<file path="src/hw/rtl/tds_pkg.sv">
// ----------------------------------------------------------------------------
// tds_pkg: shared types and constants of the tridiagonal solver
// Item structs, Q16.16 limits and saturation helpers.
// ----------------------------------------------------------------------------
package tds_pkg;

  localparam int unsigned MaxRowsDefault = 64;
  localparam int unsigned DataW          = 32;
  localparam int unsigned IdxW           = 6;

  localparam logic signed [31:0] SatMax = 32'sh7fff_ffff;
  localparam logic signed [31:0] SatMin = -32'sh7fff_ffff - 32'sh1;

  typedef struct packed {
    logic signed [31:0] sub_diag;
    logic signed [31:0] main_diag;
    logic signed [31:0] super_diag;
    logic signed [31:0] rhs;
    logic               last_row;
  } row_item_t;

  typedef struct packed {
    logic [5:0]         row_index;
    logic signed [31:0] solution;
    logic               failed;
    logic               end_of_run;
  } sol_item_t;

  // Saturate a 64-bit signed value to 32 bits.
  function automatic logic signed [31:0] sat64(input logic signed [63:0] v);
    logic signed [31:0] r;
    if (v > 64'(SatMax))      r = SatMax;
    else if (v < 64'(SatMin)) r = SatMin;
    else                      r = v[31:0];
    return r;
  endfunction

  // Saturating 32-bit subtraction.
  function automatic logic signed [31:0] sat_sub(input logic signed [31:0] a,
                                                 input logic signed [31:0] b);
    logic signed [32:0] d;
    d = 33'(a) - 33'(b);
    if (d > 33'(SatMax))      return SatMax;
    else if (d < 33'(SatMin)) return SatMin;
    else                      return d[31:0];
  endfunction

endpackage

</file>
<file path="src/hw/rtl/tds_div.sv">
// ----------------------------------------------------------------------------
// tds_div: serial Q16.16 divider
// Restoring division of |a|*2^16 by |b|, one quotient bit a cycle, saturated.
// ----------------------------------------------------------------------------
module tds_div (
  input  logic               clk_i,
  input  logic               rst_ni,
  input  logic               start_i,
  input  logic signed [31:0] num_i,
  input  logic signed [31:0] den_i,
  output logic               done_o,
  output logic signed [31:0] quot_o
);
  import tds_pkg::*;

  localparam int unsigned QW = 48;

  logic [QW-1:0] rem_q, rem_d, quo_q, quo_d;
  logic [31:0]   den_q, den_d;
  logic          neg_q, neg_d;
  logic [5:0]    cnt_q, cnt_d;
  logic          busy_q, busy_d, done_q, done_d;
  logic [QW:0]   trial;
  logic [QW-1:0] shl;
  logic [31:0]   an, bn;
  logic signed [QW:0] sres;

  always_comb begin
    an = num_i[31] ? 32'(-num_i) : 32'(num_i);
    bn = den_i[31] ? 32'(-den_i) : 32'(den_i);
    rem_d = rem_q; quo_d = quo_q; den_d = den_q; neg_d = neg_q;
    cnt_d = cnt_q; busy_d = busy_q; done_d = 1'b0;
    shl = '0; trial = '0;
    if (start_i) begin
      quo_d  = {an, 16'h0};
      rem_d  = '0;
      den_d  = bn;
      neg_d  = num_i[31] ^ den_i[31];
      cnt_d  = 6'(QW);
      busy_d = 1'b1;
    end else if (busy_q) begin
      shl   = {rem_q[QW-2:0], quo_q[QW-1]};
      trial = {1'b0, shl} - {17'h0, den_q};
      if (!trial[QW]) begin
        rem_d = trial[QW-1:0];
        quo_d = {quo_q[QW-2:0], 1'b1};
      end else begin
        rem_d = shl;
        quo_d = {quo_q[QW-2:0], 1'b0};
      end
      cnt_d = cnt_q - 6'd1;
      if (cnt_q == 6'd1) begin
        busy_d = 1'b0;
        done_d = 1'b1;
      end
    end
  end

  always_ff @(posedge clk_i or negedge rst_ni) begin
    if (!rst_ni) begin
      busy_q <= 1'b0;
      done_q <= 1'b0;
      cnt_q  <= '0;
    end else begin
      busy_q <= busy_d;
      done_q <= done_d;
      cnt_q  <= cnt_d;
    end
  end

  always_ff @(posedge clk_i) begin
    rem_q <= rem_d;
    quo_q <= quo_d;
    den_q <= den_d;
    neg_q <= neg_d;
  end

  assign sres   = neg_q ? -$signed({1'b0, quo_q}) : $signed({1'b0, quo_q});
  assign done_o = done_q;
  assign quot_o = sat64(64'(sres));

endmodule
</file>
<file path="config.mk">
export PLATFORM = sky130hd
export DESIGN_NAME = tds_div
export DESIGN_NICKNAME = d
export VERILOG_FILES = /design/src/hw/rtl/tds_pkg.sv /design/src/hw/rtl/tds_div.sv
export SDC_FILE = /design/constraint.sdc
export NUM_CORES = 1
export LEC_CHECK = 0
export ABC_AREA = 1
export BUFFER_PORTS_ARGS = -buffer_cell sky130_fd_sc_hd__buf_2
export CAP_MARGIN = 5
export CORE_MARGIN = 5
export CORE_UTILIZATION = 60
export DETAILED_ROUTE_END_ITERATION = 8
export PLACE_DENSITY_LB_ADDON = 0.15
export SKIP_CTS_REPAIR_TIMING = 1
export SLEW_MARGIN = 25
export SYNTH_ARGS = -nofsm -noshare
export SYNTH_HDL_FRONTEND = slang
export SYNTH_SLANG_ARGS = --single-unit
</file>
<file path="constraint.sdc">
create_clock -name clk_i -period 3.9 [get_ports clk_i]
set_input_delay 0.78 -clock clk_i [delete_from_list [all_inputs] [get_ports clk_i]]
set_output_delay 0.78 -clock clk_i [all_outputs]
set_load 0.05 [all_outputs]
</file>
==> flow_metrics.env <==
export IMPL_htreeDepth=4
export IMPL_areaGrowthSynthToFinish_pct=12.6
export IMPL_drv_slew=0
export IMPL_viasPerCell=5.63
export IMPL_track_usage_pct=31.0
export IMPL_finalCritPeriodShare_pct=96.5
export IMPL_layout_common_cells="nand2_1, nor2_1, inv_1"
export IMPL_hpwl_um=26300
export IMPL_synth_avg_cell_area_um2=6.40
export IMPL_row_count=50
export IMPL_numCtsBuffers=17
export IMPL_syn_inst=1761
export IMPL_hold_viol_final=0
export IMPL_syn_nets=1866
export IMPL_clk_latency_ps=440
export IMPL_slowest_stage="edfxtp_1"
export IMPL_synthFlopType="edfxtp_1"
export IMPL_grt_pass1_vias=11288
export IMPL_cts_root_buf="clkbuf_16"
export IMPL_cp_cell_sequence="nor2_1, nand2_1, nor2_1, nand2_1, o21ai_1, nand3_1, nand2_1, nand2_1, nor2_1, nand4_1, buf_4, nand2_4, nand2_1, nand2_1, buf_2"
export IMPL_crit_path_frequent_cell="nand2_1"
export IMPL_slew_headroom_pct=52.6
export IMPL_worstSetupPathType="flop to output pin"
export IMPL_initial_core_util_pct=60.6
export IMPL_numClockSinks=136
export IMPL_final_common_cell="nand2_1"
export IMPL_netlist_area_um2=11300
export IMPL_cp_start_kind="flop"
export IMPL_cts_clk_slew_worst_paths_ps=60
export IMPL_p_leak_uw=0.00599
export IMPL_maxCapViolCount=0
export IMPL_die_area_um2=21600
export IMPL_post_synth_top_area_cell="edfxtp_1"
export IMPL_drt_total_wl_um=34200
export IMPL_cp_end_kind="output pin"
export IMPL_grt_pass1_wl_um=54500
export IMPL_period_minus_slack_ps=3760
export IMPL_drc=0
export IMPL_tightest_slew_ps=707
export IMPL_cp_arrival_ps=2980
export IMPL_p_per_area_nw_per_um2=592
export IMPL_design_core_area_um2=18600
export IMPL_die_w_um=147
export IMPL_synth_edf_count=65
export IMPL_layout_nets=1957
export IMPL_pre_cts_ws_ps=432
export IMPL_synth_warnings=0
export IMPL_dp_cells=2057
export IMPL_required_ps=3120
export IMPL_ys_seq_area_share_pct=30.3
export IMPL_clkPwrFrac_pct=22.6
export IMPL_clk_path_buf_depth=2
export IMPL_outcome="finished clean"
export IMPL_wl_per_cell_um=16.3
export IMPL_pin_count=100
export IMPL_power_frac_comb_pct=50.2
export IMPL_antennaDiodeCount=0
export IMPL_port_buffers=99
export IMPL_fp_dieH_um=147
export IMPL_detail_route_antenna_nets=0
export IMPL_ys_ff_latch=136
export IMPL_place_congestion=1.01
export IMPL_instances_no_fill=2099
export IMPL_cts_tree="done"
export IMPL_netlist_area_leader_share_pct=17.3
export IMPL_vias=11811
export IMPL_antenna_found_initial=0
export IMPL_p_int_uw=4080
export IMPL_dr_pass1_iters=5
export IMPL_fin_ws_ps=137
export IMPL_grt_ovfl_total=0
export IMPL_crit_fanout=15
export IMPL_max_freq_mhz=266
export IMPL_synth_async_reset_ratio_pct=5.88
export IMPL_hold_path_class="input pin to asynchronous set/reset pin"
export IMPL_finalSetupViolCount=0
export IMPL_drive_above_1_share_pct=10.7
export IMPL_drt_iter0_markers=823
export IMPL_switchingPower_uw=3430
export IMPL_synthTopCellsByArea="edfxtp_1, nand2_1, dfxtp_1, nor2_1, inv_1"
export IMPL_max_stage_delay_ps=480
export IMPL_seq_power_share_pct=27.2
export IMPL_vdd_ir_drop_max_mv=0.402
export IMPL_grt_max_degree=49
export IMPL_switching_share_pct=45.6
export IMPL_ys_types=49
export IMPL_skew_ps=9.56
[final cells by class]
cell class                 instances  area (um^2)
tap                              234          293
multi-input combinational       1364         6860
sequential                       136         3410
clock inverter                     8         65.1
fill                            1691         5890
clock buffer                      24          557
timing repair buffer             116          681
inverter                         217          815
[power groups by stage]
stage          logic (uW)  registers [uW]  clock network [uW]
4_1_cts              3700            2040                1700
6_report             3770            2040                1700
3_5_place_dp         3650            2060                   0
2_1_floorplan        2790            1990                   0
3_3_place_gp         3620            2060                   0
5_1_grt              4210            2080                1780
[sequential cells by signal, summed over array words and instances (netlist names)]
name,cells
rem_q,47
busy_q,1
neg_q,1
cnt_q,6
quo_q,48
done_o,1
den_q,32
[critical path, delay by kind of cell (launching register included)]
kind,cells,cell delay (ps)
compound gates,1,290
buf+inv,2,440
simple gates,12,1330
flops,1,480
[synth_stat cells (29+ instances only)]
master    instances
nand3_1         110
nand2_1         483
nor2_1          263
xnor2_1          29
ha_1             37
a21oi_1          94
o21ai_0         109
xor2_1           62
edfxtp_1         65
dfxtp_1          63
inv_1           215
o22ai_1          36
[logic make-up after synthesis]
logic type | count (synthesis) | share of synthesized area, %
compound gates | 288 | 14.1
xor+xnor | 91 | 7.07
buf+inv | 265 | 9.48
fa+ha+maj | 38 | 4.29
simple gates | 943 | 34.8
flops | 136 | 30.3
[path summary, 6_finish.rpt]
path,startpoint,end,slack [ps],cells after the start
setup / recovery,quo_q[26],quot_o[18],140,15
hold / removal,rst_ni,cnt_q[5],170,1
setup reg to reg,quo_q[47],rem_q[26],1040,12
hold reg to reg,rem_q[46],rem_q[46],450,2
max in group asynchronous,rst_ni,busy_q,3560,1
min in group clk_i,rem_q[46],rem_q[46],450,2
[through the flow]
step / power (uW) / hold slack [ps] / utilization (%) / area, um^2 / setup TNS (ps)
6_report: 7510 / 174 / 68.3 / 12700 / 0
5_1_grt: 8060 / 183 / 68.3 / 12700 / -163
4_1_cts: 7440 / 178 / 67.6 / 12600 / -638
3_5_place_dp: 5720 / 449 / 64.2 / 11900 / 0
3_3_place_gp: 5670 / 443 / 64.2 / 11900 / 0
2_1_floorplan: 4780 / 427 / - / 11300 / 0
[metal layers]
layer	part of all wire [%]	wire length, um	GRT usage (%)	vias to the layer above
met3	5.9	2000	5.06	119
met1	40	13600	36.3	5340
li1	-	-	-	5902
met4	5.0	1710	14.4	0
met5	0	0	0	-
met2	49	16900	55.6	450
(Power assumes the default switching activity.)
